$ cat src/rtl/fas_pkg.sv
// Shared types and defaults for the fuzzy alignment score block.
package fas_pkg;

  localparam int unsigned PATTERN_MAX_DEF = 32;
  localparam int unsigned SCORE_WIDTH_DEF = 16;

  localparam int unsigned BEST_WIDTH = 15;

  localparam logic [6:0] MATCH_RST  = 7'd2;
  localparam logic [7:0] ACCENT_RST = 8'sd1;
  localparam logic [7:0] GAP_RST    = 8'hFF;

  typedef struct packed {
    logic [6:0] match_score;
    logic [7:0] accent_score;
    logic [7:0] gap_score;
  } cfg_t;

endpackage

$ cat src/rtl/fuzzy_alignment_score_top.sv
// Top level: command port, column sequencer, pattern and column RAMs.
// A pattern byte (op 0) is taken without raising busy. A text byte (op 1)
// holds busy while the byte is scored: the single cell unit works through
// one pattern row per cycle, fed by one read of the pattern RAM and column
// RAM per cycle, then S_TAIL settles the running maximum and S_DONE closes
// the byte; an empty pattern goes straight to S_DONE. On a text byte
// marked last, best_valid_o pulses for one cycle with best_score_o; the
// receiver cannot stall it. No clearing pass is needed after reset.
module fuzzy_alignment_score_top #(
  parameter int unsigned PATTERN_MAX = fas_pkg::PATTERN_MAX_DEF,
  parameter int unsigned SCORE_WIDTH = fas_pkg::SCORE_WIDTH_DEF
) (
  input  logic        clk_i,
  input  logic        rst_ni,
  input  logic        start,
  output logic        busy,
  input  logic        op_i,
  input  logic [7:0]  symbol_i,
  input  logic        last_i,
  output logic        best_valid_o,
  output logic [14:0] best_score_o,
  input  logic        psel,
  input  logic        penable,
  input  logic        pwrite,
  input  logic [3:0]  paddr,
  input  logic [31:0] pwdata,
  output logic [31:0] prdata,
  output logic        pready
);

  localparam int unsigned AW = (PATTERN_MAX > 1) ? $clog2(PATTERN_MAX) : 1;
  localparam int unsigned LW = $clog2(PATTERN_MAX + 1);
  localparam int unsigned BW = SCORE_WIDTH - 1;

  typedef enum logic [1:0] {
    S_IDLE,
    S_RUN,
    S_TAIL,
    S_DONE
  } state_e;

  state_e                 state_q;
  fas_pkg::cfg_t          cfg;
  logic [LW-1:0]          len_q;
  logic [LW-1:0]          idx_q;
  logic [LW-1:0]          idx_nxt;
  logic [LW-1:0]          len_eff;
  logic                   open_q;
  logic                   first_q;
  logic                   last_q;
  logic [7:0]             sym_q;
  logic [BW-1:0]          best_q;
  logic [SCORE_WIDTH-1:0] cell_q;
  logic                   cell_vld_q;
  logic [SCORE_WIDTH-1:0] diag_q;
  logic [SCORE_WIDTH-1:0] cell_res;
  logic [SCORE_WIDTH-1:0] left;
  logic [7:0]             pat;
  logic                   accept;
  logic                   pat_we;
  logic [AW-1:0]          raddr;
  logic [31:0]            best_ext;

  assign busy    = (state_q != S_IDLE);
  assign accept  = start && !busy;
  assign idx_nxt = idx_q + LW'(1);
  // a pattern byte after the pattern was closed starts a fresh pattern
  assign len_eff = open_q ? len_q : '0;
  assign pat_we  = accept && !op_i && (len_eff < LW'(PATTERN_MAX));
  assign raddr   = (state_q == S_RUN) ? idx_nxt[AW-1:0] : '0;
  assign best_ext = {{(32-BW){1'b0}}, best_q};

  fas_cfg u_cfg (
    .clk_i   (clk_i),
    .rst_ni  (rst_ni),
    .psel    (psel),
    .penable (penable),
    .pwrite  (pwrite),
    .paddr   (paddr),
    .pwdata  (pwdata),
    .prdata  (prdata),
    .pready  (pready),
    .cfg_o   (cfg)
  );

  fas_ram #(
    .WIDTH (8),
    .DEPTH (PATTERN_MAX)
  ) u_pat_ram (
    .clk_i   (clk_i),
    .we_i    (pat_we),
    .waddr_i (len_eff[AW-1:0]),
    .wdata_i (symbol_i),
    .raddr_i (raddr),
    .rdata_o (pat)
  );

  fas_ram #(
    .WIDTH (SCORE_WIDTH),
    .DEPTH (PATTERN_MAX)
  ) u_col_ram (
    .clk_i   (clk_i),
    .we_i    (state_q == S_RUN),
    .waddr_i (idx_q[AW-1:0]),
    .wdata_i (cell_res),
    .raddr_i (raddr),
    .rdata_o (left)
  );

  fas_cell #(
    .SCORE_WIDTH (SCORE_WIDTH)
  ) u_cell (
    .cfg_i       (cfg),
    .pat_i       (pat),
    .sym_i       (sym_q),
    .left_i      (left),
    .up_i        (cell_q),
    .diag_i      (diag_q),
    .first_col_i (first_q),
    .first_row_i (idx_q == '0),
    .cell_o      (cell_res)
  );

  always_ff @(posedge clk_i or negedge rst_ni) begin
    if (!rst_ni) begin
      state_q      <= S_IDLE;
      len_q        <= '0;
      idx_q        <= '0;
      open_q       <= 1'b1;
      first_q      <= 1'b1;
      last_q       <= 1'b0;
      best_q       <= '0;
      cell_vld_q   <= 1'b0;
      best_valid_o <= 1'b0;
    end else begin
      best_valid_o <= (state_q == S_DONE) && last_q;
      cell_vld_q   <= (state_q == S_RUN);
      // running maximum is taken from the registered cell value cell_q
      if (cell_vld_q && !cell_q[SCORE_WIDTH-1] && (cell_q[BW-1:0] > best_q)) begin
        best_q <= cell_q[BW-1:0];
      end
      unique case (state_q)
        S_IDLE: begin
          if (accept && !op_i) begin
            if (!open_q) begin
              best_q  <= '0;
              first_q <= 1'b1;
            end
            len_q  <= pat_we ? (len_eff + LW'(1)) : len_eff;
            open_q <= !last_i;
          end else if (accept) begin
            open_q <= 1'b0;
            sym_q  <= symbol_i;
            last_q <= last_i;
            idx_q  <= '0;
            state_q <= (len_q == '0) ? S_DONE : S_RUN;
          end
        end
        S_RUN: begin
          cell_q <= cell_res;
          diag_q <= left;
          if (idx_nxt == len_q) begin
            state_q <= S_TAIL;
          end else begin
            idx_q <= idx_nxt;
          end
        end
        S_TAIL: begin
          state_q <= S_DONE;
        end
        S_DONE: begin
          // a closed text starts over with a fresh first column
          first_q <= last_q;
          if (last_q) begin
            best_score_o <= (best_ext > 32'd32767) ? 15'h7FFF : best_ext[14:0];
            best_q       <= '0;
          end
          state_q <= S_IDLE;
        end
        default: state_q <= S_IDLE;
      endcase
    end
  end

endmodule

$ cat src/rtl/fas_ram.sv
// Generic single-write, single-read RAM with registered read data.
module fas_ram #(
  parameter int unsigned WIDTH = 8,
  parameter int unsigned DEPTH = 32
) (
  input  logic                                   clk_i,
  input  logic                                   we_i,
  input  logic [((DEPTH > 1) ? $clog2(DEPTH) : 1)-1:0] waddr_i,
  input  logic [WIDTH-1:0]                       wdata_i,
  input  logic [((DEPTH > 1) ? $clog2(DEPTH) : 1)-1:0] raddr_i,
  output logic [WIDTH-1:0]                       rdata_o
);

  logic [WIDTH-1:0] mem_q [DEPTH];

  always_ff @(posedge clk_i) begin
    if (we_i) begin
      mem_q[waddr_i] <= wdata_i;
    end
    rdata_o <= mem_q[raddr_i];
  end

endmodule

$ cat src/rtl/fas_cfg.sv
// APB register file for the match, accent and gap scores.
module fas_cfg (
  input  logic             clk_i,
  input  logic             rst_ni,
  input  logic             psel,
  input  logic             penable,
  input  logic             pwrite,
  input  logic [3:0]       paddr,
  input  logic [31:0]      pwdata,
  output logic [31:0]      prdata,
  output logic             pready,
  output fas_pkg::cfg_t    cfg_o
);

  typedef enum logic [1:0] {
    REG_MATCH  = 2'd0,
    REG_ACCENT = 2'd1,
    REG_GAP    = 2'd2,
    REG_NONE   = 2'd3
  } reg_idx_e;

  reg_idx_e      idx;
  logic          wr_en;
  fas_pkg::cfg_t cfg_q;

  assign idx    = reg_idx_e'(paddr[3:2]);
  assign wr_en  = psel && penable && pwrite;
  assign pready = 1'b1;
  assign cfg_o  = cfg_q;

  always_ff @(posedge clk_i or negedge rst_ni) begin
    if (!rst_ni) begin
      cfg_q.match_score  <= fas_pkg::MATCH_RST;
      cfg_q.accent_score <= fas_pkg::ACCENT_RST;
      cfg_q.gap_score    <= fas_pkg::GAP_RST;
    end else if (wr_en) begin
      unique case (idx)
        REG_MATCH:  cfg_q.match_score  <= pwdata[6:0];
        REG_ACCENT: cfg_q.accent_score <= pwdata[7:0];
        REG_GAP:    cfg_q.gap_score    <= pwdata[7:0];
        default: ;
      endcase
    end
  end

  always_comb begin
    unique case (idx)
      REG_MATCH:  prdata = {25'd0, cfg_q.match_score};
      REG_ACCENT: prdata = {{24{cfg_q.accent_score[7]}}, cfg_q.accent_score};
      REG_GAP:    prdata = {{24{cfg_q.gap_score[7]}}, cfg_q.gap_score};
      default:    prdata = 32'd0;
    endcase
  end

endmodule

$ cat src/rtl/fas_cell.sv
// Shared cell unit: letter score, gap and diagonal moves, max and saturation.
module fas_cell #(
  parameter int unsigned SCORE_WIDTH = fas_pkg::SCORE_WIDTH_DEF
) (
  input  fas_pkg::cfg_t           cfg_i,
  input  logic [7:0]              pat_i,
  input  logic [7:0]              sym_i,
  input  logic [SCORE_WIDTH-1:0]  left_i,
  input  logic [SCORE_WIDTH-1:0]  up_i,
  input  logic [SCORE_WIDTH-1:0]  diag_i,
  input  logic                    first_col_i,
  input  logic                    first_row_i,
  output logic [SCORE_WIDTH-1:0]  cell_o
);

  localparam int unsigned EW = SCORE_WIDTH + 1;

  function automatic logic in_e_set(input logic [7:0] v);
    return (v == 8'h65) || (v == 8'hC3) || (v == 8'hA9) || (v == 8'h88) ||
           (v == 8'h89) || (v == 8'h8A) || (v == 8'h8B) || (v == 8'hA8) ||
           (v == 8'hAA) || (v == 8'hAB);
  endfunction

  function automatic logic in_a_set(input logic [7:0] v);
    return (v == 8'h61) || (v == 8'hC3) || (v == 8'hA0) || (v == 8'hA1) ||
           (v == 8'hA2);
  endfunction

  logic [8:0]    diff;
  logic          is_match;
  logic          is_accent;
  logic [7:0]    letter;
  logic [EW-1:0] letter_e;
  logic [EW-1:0] gap_e;
  logic [EW-1:0] up_g;
  logic [EW-1:0] left_g;
  logic [EW-1:0] diag_s;
  logic [EW-1:0] best_gap;
  logic [EW-1:0] raw;

  // signed byte difference; case folding is a distance of 32
  assign diff      = {pat_i[7], pat_i} - {sym_i[7], sym_i};
  assign is_match  = (diff == 9'd0) || (diff == 9'd32) || (diff == 9'h1E0);
  assign is_accent = (in_e_set(pat_i) && in_e_set(sym_i)) ||
                     (in_a_set(pat_i) && in_a_set(sym_i));

  always_comb begin
    if (is_match) begin
      letter = {1'b0, cfg_i.match_score};
    end else if (is_accent) begin
      letter = cfg_i.accent_score;
    end else begin
      letter = 8'd0 - {1'b0, cfg_i.match_score};
    end
  end

  assign letter_e = {{(EW-8){letter[7]}}, letter};
  assign gap_e    = {{(EW-8){cfg_i.gap_score[7]}}, cfg_i.gap_score};
  assign up_g     = {up_i[SCORE_WIDTH-1], up_i} + gap_e;
  assign left_g   = {left_i[SCORE_WIDTH-1], left_i} + gap_e;
  assign diag_s   = {diag_i[SCORE_WIDTH-1], diag_i} + letter_e;

  always_comb begin
    best_gap = ($signed(up_g) >= $signed(left_g)) ? up_g : left_g;
    if (first_col_i && first_row_i) begin
      raw = letter_e;
    end else if (first_col_i) begin
      raw = ($signed(up_g) >= $signed(letter_e)) ? up_g : letter_e;
    end else if (first_row_i) begin
      raw = ($signed(left_g) >= $signed(letter_e)) ? left_g : letter_e;
    end else begin
      raw = ($signed(best_gap) >= $signed(diag_s)) ? best_gap : diag_s;
    end
  end

  // top two bits disagree: outside the signed cell range
  always_comb begin
    if (raw[EW-1] != raw[EW-2]) begin
      cell_o = raw[EW-1] ? {1'b1, {(SCORE_WIDTH-1){1'b0}}}
                         : {1'b0, {(SCORE_WIDTH-1){1'b1}}};
    end else begin
      cell_o = raw[SCORE_WIDTH-1:0];
    end
  end

endmodule

$ cat config.mk
export PLATFORM = sky130hd
export DESIGN_NAME = fuzzy_alignment_score_top
export DESIGN_NICKNAME = d
export VERILOG_FILES = /design/src/rtl/fas_pkg.sv /design/src/rtl/fuzzy_alignment_score_top.sv /design/src/rtl/fas_ram.sv /design/src/rtl/fas_cfg.sv /design/src/rtl/fas_cell.sv
export SDC_FILE = /design/constraint.sdc
export NUM_CORES = 1
export LEC_CHECK = 0
export BUFFER_PORTS_ARGS = -buffer_cell sky130_fd_sc_hd__buf_2
export CORE_ASPECT_RATIO = 0.8
export CORE_UTILIZATION = 45
export DETAILED_ROUTE_END_ITERATION = 8
export PLACE_DENSITY = 0.67
export RECOVER_POWER = 100
export SLEW_MARGIN = 40
export SYNTH_ARGS = -nofsm -noshare
export SYNTH_HDL_FRONTEND = slang
export SYNTH_SLANG_ARGS = --single-unit
$ cat constraint.sdc
create_clock -name clk_i -period 11 [get_ports clk_i]
set_input_delay 2.2 -clock clk_i [delete_from_list [all_inputs] [get_ports clk_i]]
set_output_delay 2.2 -clock clk_i [all_outputs]
set_load 0.01 [all_outputs]
# Yosys cells after proc, flatten, opt, wreduce, memory -nomap -nowiden
# Memories as Yosys holds them, arrays and structs flattened. A register that Yosys moved wholly into a read port is not among the register bits.
# Cells that the tools add are included.
# totals
regBits	112
latchBits	0
ram_bits	768
rom_bits	0
inputBits	52
output_inout_bits	50
elab_cells	179
mem_count	2
# mem_list
name	depth	word_bits	read_ports	rd_ports_with_merged_regs	write_ports	line_no	rtl
u_col_ram.mem_q	32	16	1	1	1	fas_ram.sv:14	logic [WIDTH-1:0] mem_q [DEPTH];
u_pat_ram.mem_q	32	8	1	1	1	fas_ram.sv:14	
# classes
n_addsub	7
mul	0
n_div	0
n_lt_le_gt_ge	7
n_eq_ne	43
shift	0
muxes	38
n_bitwise	1
reduce_logical	65
# op_table
operator	count
$eq 8x8->1 const B	24
$mux 17	7
$pmux 32 s3	1
$mux 15	4
$add 16x8->17	3
$ge 17x17->1	2
$ge 17x8->1	2
$eq 8x7->1 const B	4
$mux 16	2
$mux 6	5
$pmux 15 s2	1
$logic_or 1x1->1	29
$mux 8	2
$gt 15x15->1	1
$gt 15x15->1 const B	1
$add 6x1->6 const B	2
$logic_not 6->1	2
$ne 2x2->1 const B	6
$pmux 6 s2	1
$reduce_and 2->1	6
$reduce_and 3->1	4
$logic_and 1x1->1	11
$eq 9x6->1 const B	1
$eq 9x9->1 const B	1
other kinds (18)	39

# Depth between registers and ports, before layout
# Gate-level depths: netlist (run 1).
# depth
depth_word	22
depth_mapped	33

# Modules after synthesis
# From an unflattened synthesis (run 1), not the netlist that was laid out.
# hier_totals
cells_unflattened	2784
area_unflattened_um2	41603.7
# modules_own_cells
mod	n_inst	cells_each	area_per_inst_um2	seq_area_each_um2
fas_ram (u_col_ram)	1	1143	20535.9	15695.1
fas_ram (u_pat_ram)	1	417	10053.4	7847.5
fas_cell	1	779	5569.1	0.0
fuzzy_alignment_score_top	1	340	4151.5	2504.9
fas_cfg	1	105	1293.7	588.1

# Worst setup path before layout (run 1)
# OpenSTA, ideal clock, no wires.
# synth_timing
kind	flip-flop to flip-flop
startpoint	register u_cfg.cfg_q, in the netlist u_cfg.cfg_o[0]
endpoint	register cell_q[12], data pin
setup_ps	574
arrival_ps	7974
slack_ps	2452
stages_incl_launch_ff	30
n_path_buf	1
period_less_slack_ps	8548
path_cell_list	dfstp_2 ha_1 inv_1 fa_1 nand2b_1 a21oi_1 o211ai_1 o21ai_0 a21o_1 a21o_1 xor2_1 inv_1 ha_1 nand3_1 nor4_1 o311ai_0 a32oi_2 clkbuf_1 o21ai_0 ha_1 nand4_1 nor4_1 o31a_1 a21oi_1 o21ai_1 nor2_1 nand2_1 nor4b_4 a21oi_2 o41ai_1
# synth_via
elab_chain_len	10
word_cells_on_any_way	16
cone_classes	add/sub (2); order compare (4); eq/ne (1); mux (9)
# synth_lines
element	line_no	rtl
start, declared	fas_cfg.sv:24	fas_pkg::cfg_t cfg_q;
$add 16x8->17, on equally long branches	fas_cell.sv:59, fas_cell.sv:60	
$ge 17x17->1	fas_cell.sv:64	best_gap = ($signed(up_g) >= $signed(left_g)) ? up_g : left_g;
$mux 17	fas_cell.sv:64	
$ge 17x17->1	fas_cell.sv:72	raw = ($signed(best_gap) >= $signed(diag_s)) ? best_gap : diag_s;
$mux 17	fas_cell.sv:72	
$mux 17	fas_cell.sv:69	end else if (first_row_i) begin
$mux 17 *	fas_cell.sv:67	end else if (first_col_i) begin
$mux 17 *	fas_cell.sv:65	if (first_col_i && first_row_i) begin
$mux 16 / $ne 1x1->1 (equally long branches)	fas_cell.sv:79, fas_cell.sv:78	
$mux 16 *	fas_cell.sv:78	if (raw[EW-1] != raw[EW-2]) begin
named net cell_res[12]	fuzzy_alignment_score_top.sv:56	logic [SCORE_WIDTH-1:0] cell_res;
end signal, assigned	fuzzy_alignment_score_top.sv:160	cell_q <= cell_res;
end, declared	fuzzy_alignment_score_top.sv:53	logic [SCORE_WIDTH-1:0] cell_q;
# Mark *: on every way through the listed nets, which the timed path passes. The rest lies on a longest branch.
# A chain may end at the register's enable or synchronous reset.

# Worst setup path in the final report (run 1)
# layout_timing
startpoint	register u_cfg.cfg_q, in the netlist u_cfg.cfg_o[0]
endpoint	memory u_col_ram.mem_q[26][0] (netlist name), data pin
# layout_via
elab_chain_len	10
word_cells_on_any_way	16
cone_classes	add/sub (2); order compare (4); eq/ne (1); mux (9)
# layout_lines
element	line_no
$add 16x8->17, on equally long branches	fas_cell.sv:59, fas_cell.sv:60
$ge 17x17->1	fas_cell.sv:64
$mux 17	fas_cell.sv:64
$ge 17x17->1	fas_cell.sv:72
$mux 17	fas_cell.sv:72
$mux 17	fas_cell.sv:69
$mux 17 *	fas_cell.sv:67
$mux 17 *	fas_cell.sv:65
$mux 16 / $ne 1x1->1 (equally long branches)	fas_cell.sv:79, fas_cell.sv:78
$mux 16 *	fas_cell.sv:78
named net cell_res[0]	fuzzy_alignment_score_top.sv:56
end, declared	fas_ram.sv:14
# Marked as above.

==> run metrics, run 1 <==
status=complete, but fails checks; failing checks=max-capacitance violations, max-slew violations; cell repeated most along the worst path=ha_1; Fill cells=about 7800; gr ovfl total=0; CP max stage delay=about 0.86 ns; WL final=between 100 and 150 mm; Post-synth ARST share=0.0631; combinational family with the most area after synthesis=compound AO/OA/AOI/OAI gates; critical path peak fanout=32; CTS sink cnt=~900; drt pass-1 iters=5; max cap viols=16; flops & latches, synth=904; hpwl dp=about 67 mm; vias per std cell=approximately 5.9; Wirelength per Cell=23.4 um; port bufs=74; met3 WL=around 9.1 mm; layout cells sized above 1=0.0818; I/O pin count=around 100; Metal-1 WL=around 49 mm; drt drc=0; DR top layer=met4; count leader, synth=edfxtp_1; number of setup buffers added after CTS=0; Final Hold Vio Count=0; PostCTS Resize Cnt=0; root buffer cell=clkbuf_16; compound-cell area share of the yosys netlist=0.138; Hold/Removal Path Class=register to register; Area growth, synth to finish=11.0%; row cnt=roughly 100; predominant post-synthesis flop cell=edfxtp_1; top post-synthesis cells by area=edfxtp_1 (59%), ha_1 (4.5%), nand2_1 (4.0%); clock-pin slew on the worst setup and hold paths=0.06 ns; DR WL met2=48.1 mm; H-tree Lvls=3; clk buf depth=3; Clock Latency Late Sink=0.67 ns; Die Y=between 200 and 300 um; # setup viols final=0; final worst slack=roughly 1.1 ns; post-synthesis mux area share=0.0411; gpl congestion=between 0.9 and 1; Post-Synth XOR/XNOR Area=0.0106; crit path time final=9.87 ns; Yosys top cell area share=0.589; CTS Buf Count=just over 90; Synthesis Warnings=0; vias in the first global route=25600; syn_area_per_cell=about 13 um2; DR iter-0 viols=~2900; GRT Resource Usage Total=0.227; first-pass GRT wire length=162 mm; hold buffers post-CTS=0; TritonCTS clock tree=yes; period utilization=0.897; Final Slew Violations=around 740; CP required=11.32 ns; RSZ-0062 raised after global routing=no; Syn Inst Count=approximately 3300; CP Class=register to register; Vias=roughly 28000; area of the core=0.0918 mm2; fmax=just over 0.1 GHz; synthesized cell area=roughly 0.042 mm2; Commonest cells post-synth=edfxtp_1 (823), nand2_1 (445), clkbuf_1 (164); Routed Antenna Nets=0; post-synthesis adder-cell area fraction=0.0467; pin slew with the least headroom to its limit=slightly above 4 ns; die area=0.0945 mm2; largest net degree at the start of global routing=~150; Chip Width=about 340 um; Clock Skew=around 0.034 ns; number of enable flip-flop cells after synthesis=roughly 820; Post-Syn Nets=roughly 3500; Starting Density=0.457; count of cell types in the netlist=between 90 and 100; antenna violations before repair=1; slowest stage cell, crit path=a32oi_1; final layout net count=approximately 3600; largest area contributor in the netlist=edfxtp_1; CP arrival=10.19 ns; Seq/Total Area, Yosys=0.635; Slew HR=-1.73; DP Worst Slack=1.95 ns; CP Launch Type=register; nature of the critical path endpoint=register; post-synthesis simple-gate area fraction=0.0989; setup_tns=0 ns
-- state kept, by name, indices dropped and copies added, names as in the netlist --
| name | flops |
|---|---|
| best_q | 15 |
| best_score_o | 15 |
| best_valid_o | 1 |
| cell_q | 16 |
| cell_vld_q | 1 |
| diag_q | 16 |
| first_q | 1 |
| idx_q | 6 |
| last_q | 1 |
| len_q | 6 |
| open_q | 1 |
| state_q | 2 |
| sym_q | 8 |
| u_cfg.cfg_o | 23 |
| u_col_ram.mem_q | 512 |
| u_col_ram.rdata_o | 16 |
| u_pat_ram.mem_q | 256 |
| u_pat_ram.rdata_o | 8 |
-- placed cells by master, fill, tap and decap left out, types with 17 or more instances in the layout --
cell type	netlist	routed
edfxtp_1	823	823
nand2_1	445	443
nor2_1	161	159
ha_1	152	152
a21oi_1	137	136
a211oi_1	137	136
mux2i_1	133	133
o21ai_0	125	123
clkbuf_1	164	120
and2_1	105	103
clkbuf_16	0	95
inv_1	85	85
nand3_1	86	85
o211ai_1	82	82
a31oi_1	81	81
a311oi_1	74	74
o221ai_1	49	49
dfrtp_1	45	45
a21o_1	42	42
mux2_2	35	34
buf_4	25	31
xnor2_1	30	29
dfxtp_1	24	24
xor2_1	21	20
nor2b_1	19	19
nand4_1	17	17
-- critical path: cells and delay by family (launching register included) --
family | cells | cell delay [ns]
AO/OA/AOI/OAI | 11 | 2.91
AND/OR/NAND/NOR | 9 | 2.25
buffers and inverters | 5 | 1.63
adder cells (fa/ha/maj) | 4 | 1.30
flip-flops | 1 | 0.62
multiplexers | 1 | 0.40
XOR/XNOR | 1 | 0.38
-- stage by stage --
stage          utilization  cells  cell area, um2  hold slack (ns)
6_report             0.507   4653           46600            0.446
3_5_place_dp         0.478   4479           43800            0.427
3_3_place_gp         0.477   4477           43700            0.421
5_1_grt              0.507   4649           46600            0.468
2_1_floorplan            -   3334           42000            0.412
4_1_cts              0.511   4649           46900            0.446
-- worst paths after layout --
kind / from / end / slack (ns) / cells past startpoint
setup / recovery: u_cfg.cfg_o[0]$_DFFE_PN1P_ / u_col_ram.mem_q[26][0]$_DFFE_PP_ / 1.13 / 31
hold / removal: u_col_ram.rdata_o[0]$_DFF_P_ / diag_q[0]$_DFFE_PP_ / 0.45 / 0
setup reg to reg: u_cfg.cfg_o[0]$_DFFE_PN1P_ / u_col_ram.mem_q[26][0]$_DFFE_PP_ / 1.13 / 31
hold reg to reg: u_col_ram.rdata_o[0]$_DFF_P_ / diag_q[0]$_DFFE_PP_ / 0.45 / 0
max in group asynchronous: rst_ni / u_cfg.cfg_o[14]$_DFFE_PN0P_ / 6.12 / 2
min in group asynchronous: rst_ni / last_q$_DFFE_PN0P_ / 2.87 / 2
-- logic make-up (layout without fill, tap and decap cells) --
kind of cell	count (synthesis)	after routing
compound gates	831	831
xor+xnor	51	51
fa+ha+maj	155	155
buf+inv	311	414
flops	904	904
mux	168	168
other cells	1	5
simple gates	913	913
-- area by class of cell --
cell class / count / area (um2) / share of cell area
diodes: 4 / 10.0 / 0.000215
clock buffers: 123 / 2550 / 0.0548
clock inverters: 47 / 546 / 0.0117
inverters: 89 / 338 / 0.00725
multi-input cells: 2119 / 14200 / 0.305
flip-flops and latches: 904 / 26600 / 0.572
well taps: 1212 / 1520 / 0.0326
repair buffers: 155 / 752 / 0.0161
-- metal layers --
metal | vias up | GRT usage
met5 | - | 0
met4 | 0 | 0.0639
met3 | 156 | 0.0430
met2 | 1067 | 0.343
met1 | 13500 | 0.334
li1 | 12800 | -
Power of run 1 is not shown: default switching activity piles up to over one toggle a cycle in this logic, so the estimate is an artifact.
==> run 2: changes to the inputs <==
--- a/config.mk
+++ b/config.mk
@@ -10,7 +10,7 @@
 export CORE_UTILIZATION = 45
 export DETAILED_ROUTE_END_ITERATION = 8
 export PLACE_DENSITY = 0.67
-export RECOVER_POWER = 100
+export RECOVER_POWER = 25
 export SLEW_MARGIN = 40
 export SYNTH_ARGS = -nofsm -noshare
 export SYNTH_HDL_FRONTEND = slang
==> run metrics, run 2 (synthesized netlist as in run 1, its figures left out) <==
status=complete, but fails checks; failing checks=max-capacitance violations, max-slew violations; Starting Density=0.457 (unchanged); antenna violations before repair=1 (unchanged); port bufs=74 (unchanged); Hold/Removal Path Class=register to register; largest net degree at the start of global routing=148 (unchanged); CP required=11.41 ns (+0.09 ns); layout cells sized above 1=0.113 (+0.0311); vias in the first global route=25600 (unchanged); TritonCTS clock tree=yes; root buffer cell=clkbuf_16; Clock Skew=0.0360 ns (+0.00202 ns); nature of the critical path endpoint=register; Chip Width=343 um (unchanged); Slew HR=-1.40 (+0.337); gpl congestion=0.930 (unchanged); die area=0.0945 mm2 (unchanged); drt pass-1 iters=6 (+1); I/O pin count=102 (unchanged); Hold Slack=0.446 ns (+0.000130 ns); Clock Latency Late Sink=0.67 ns (about the same); slowest stage cell, crit path=o41ai_2; CTS Buf Count=91 (unchanged); Largest Register=u_col_ram.mem_q; pin slew with the least headroom to its limit=3.59 ns (-0.506 ns); Wirelength per Cell=23.3 um (-0.11%); row cnt=99 (unchanged); DR iter-0 viols=2989 (+3.6%); crit path time final=9.32 ns (-0.547 ns); clk buf depth=3 (unchanged); setup_tns=0 ns (unchanged); Vias=27500 (-0.051%); PostCTS Resize Cnt=0 (unchanged); H-tree Lvls=3 (unchanged); leading cell types in the layout, fill and taps excluded=edfxtp_1 (823), nand2_1 (443), ha_1 (152), nor2_1 (148), a21oi_1 (136); Fill cells=7723 (-1.2%); number of setup buffers added after CTS=0 (unchanged); CP Launch Type=register; final core occ=0.511 (+0.00379); GRT Resource Usage Total=0.227 (unchanged); final layout net count=3567 (unchanged); Die Y=275 um (unchanged); critical path peak fanout=29 (-9.4%); first-pass GRT wire length=162 mm (unchanged); commonest non-fill, non-tap cell in the layout=edfxtp_1; period utilization=0.847 (-0.0497); CP arrival=9.73 ns (-0.46 ns); CP max stage delay=0.79 ns (-0.07 ns); fmax=0.107 GHz (+5.9%); area of the core=0.0918 mm2 (unchanged); Area growth, synth to finish=11.8%; RSZ-0062 raised after global routing=no; clock-pin slew on the worst setup and hold paths=0.06 ns (about the same); max reg flops=512 (unchanged); max cap viols=9 (-7); drt drc=0 (unchanged); gr ovfl total=0 (unchanged); reg2reg setup slack=1.68 ns (+0.55 ns); Final Hold Vio Count=0 (unchanged); CTS sink cnt=904 (unchanged); Final Slew Violations=333 (-55%); Routed Antenna Nets=0 (unchanged); WL final=109 mm (-0.13%); CP Class=register to register; hpwl dp=66.6 mm (unchanged); vias per std cell=5.91 (about the same); # setup viols final=0 (unchanged); hold buffers post-CTS=0 (unchanged)
[run 2: cell count changes in the layout (fill, tap and decap cells not counted), sizes merged]
cell / previous run / this run
clkinvlp: 5 / 4
inv: 88 / 89
clkbuf: 228 / 142
diode: 4 / 3
buf: 50 / 136
[run 2: cell type report]
| class | instances | area, um2 | area share |
|---|---|---|---|
| Timing Repair Buffer | 155 | 968 | 0.0206 |
| Inverter | 89 | 339 | 0.00723 |
| Multi-Input combinational cell | 2119 | 14400 | 0.306 |
| Clock inverter | 47 | 546 | 0.0116 |
| Antenna cell | 3 | 7.51 | 0.000160 |
| Clock buffer | 123 | 2550 | 0.0544 |
| Tap cell | 1212 | 1520 | 0.0323 |
| Sequential cell | 904 | 26600 | 0.568 |
[run 2: critical path: cells and delay by family (launching register included)]
family / cells / cell delay (ns)
buf+inv: 5 / 1.23
simple gates: 8 / 1.76
fa+ha+maj: 4 / 1.25
compound gates: 12 / 3.44
xor+xnor: 1 / 0.38
mux: 1 / 0.36
flops: 1 / 0.58
[run 2: worst paths after layout]
kind	start	endpoint	cells after the start
worst max-delay path	u_cfg.cfg_o[0]$_DFFE_PN1P_	u_col_ram.mem_q[26][3]$_DFFE_PP_	31
worst min-delay path	u_col_ram.rdata_o[0]$_DFF_P_	diag_q[0]$_DFFE_PP_	0
worst max register to register	u_cfg.cfg_o[0]$_DFFE_PN1P_	u_col_ram.mem_q[26][3]$_DFFE_PP_	31
worst min register to register	u_col_ram.rdata_o[0]$_DFF_P_	diag_q[0]$_DFFE_PP_	0
max in group asynchronous	rst_ni	idx_q[0]$_DFFE_PN0P_	2
min in group asynchronous	rst_ni	last_q$_DFFE_PN0P_	2
[run 2: through the flow]
step                cells  cell area (um2)  worst slack [ns]
floorplan            3334            42000              2.45
global placement     4477            43700              1.80
detailed placement   4479            43800              1.95
CTS                  4649            46900              1.86
global route         4649            46900              1.15
finish               4652            46900              1.68
[run 2: layer usage]
metal	vias to the layer above	part of all wire	routed length (um)	global-route usage
met5	-	0	0	0
met2	1052	0.44	48000	0.343
met1	13500	0.45	48800	0.334
met3	169	0.084	9090	0.0430
li1	12800	-	-	-
met4	0	0.024	2620	0.0639
Power of run 2 is left out for the same reason.
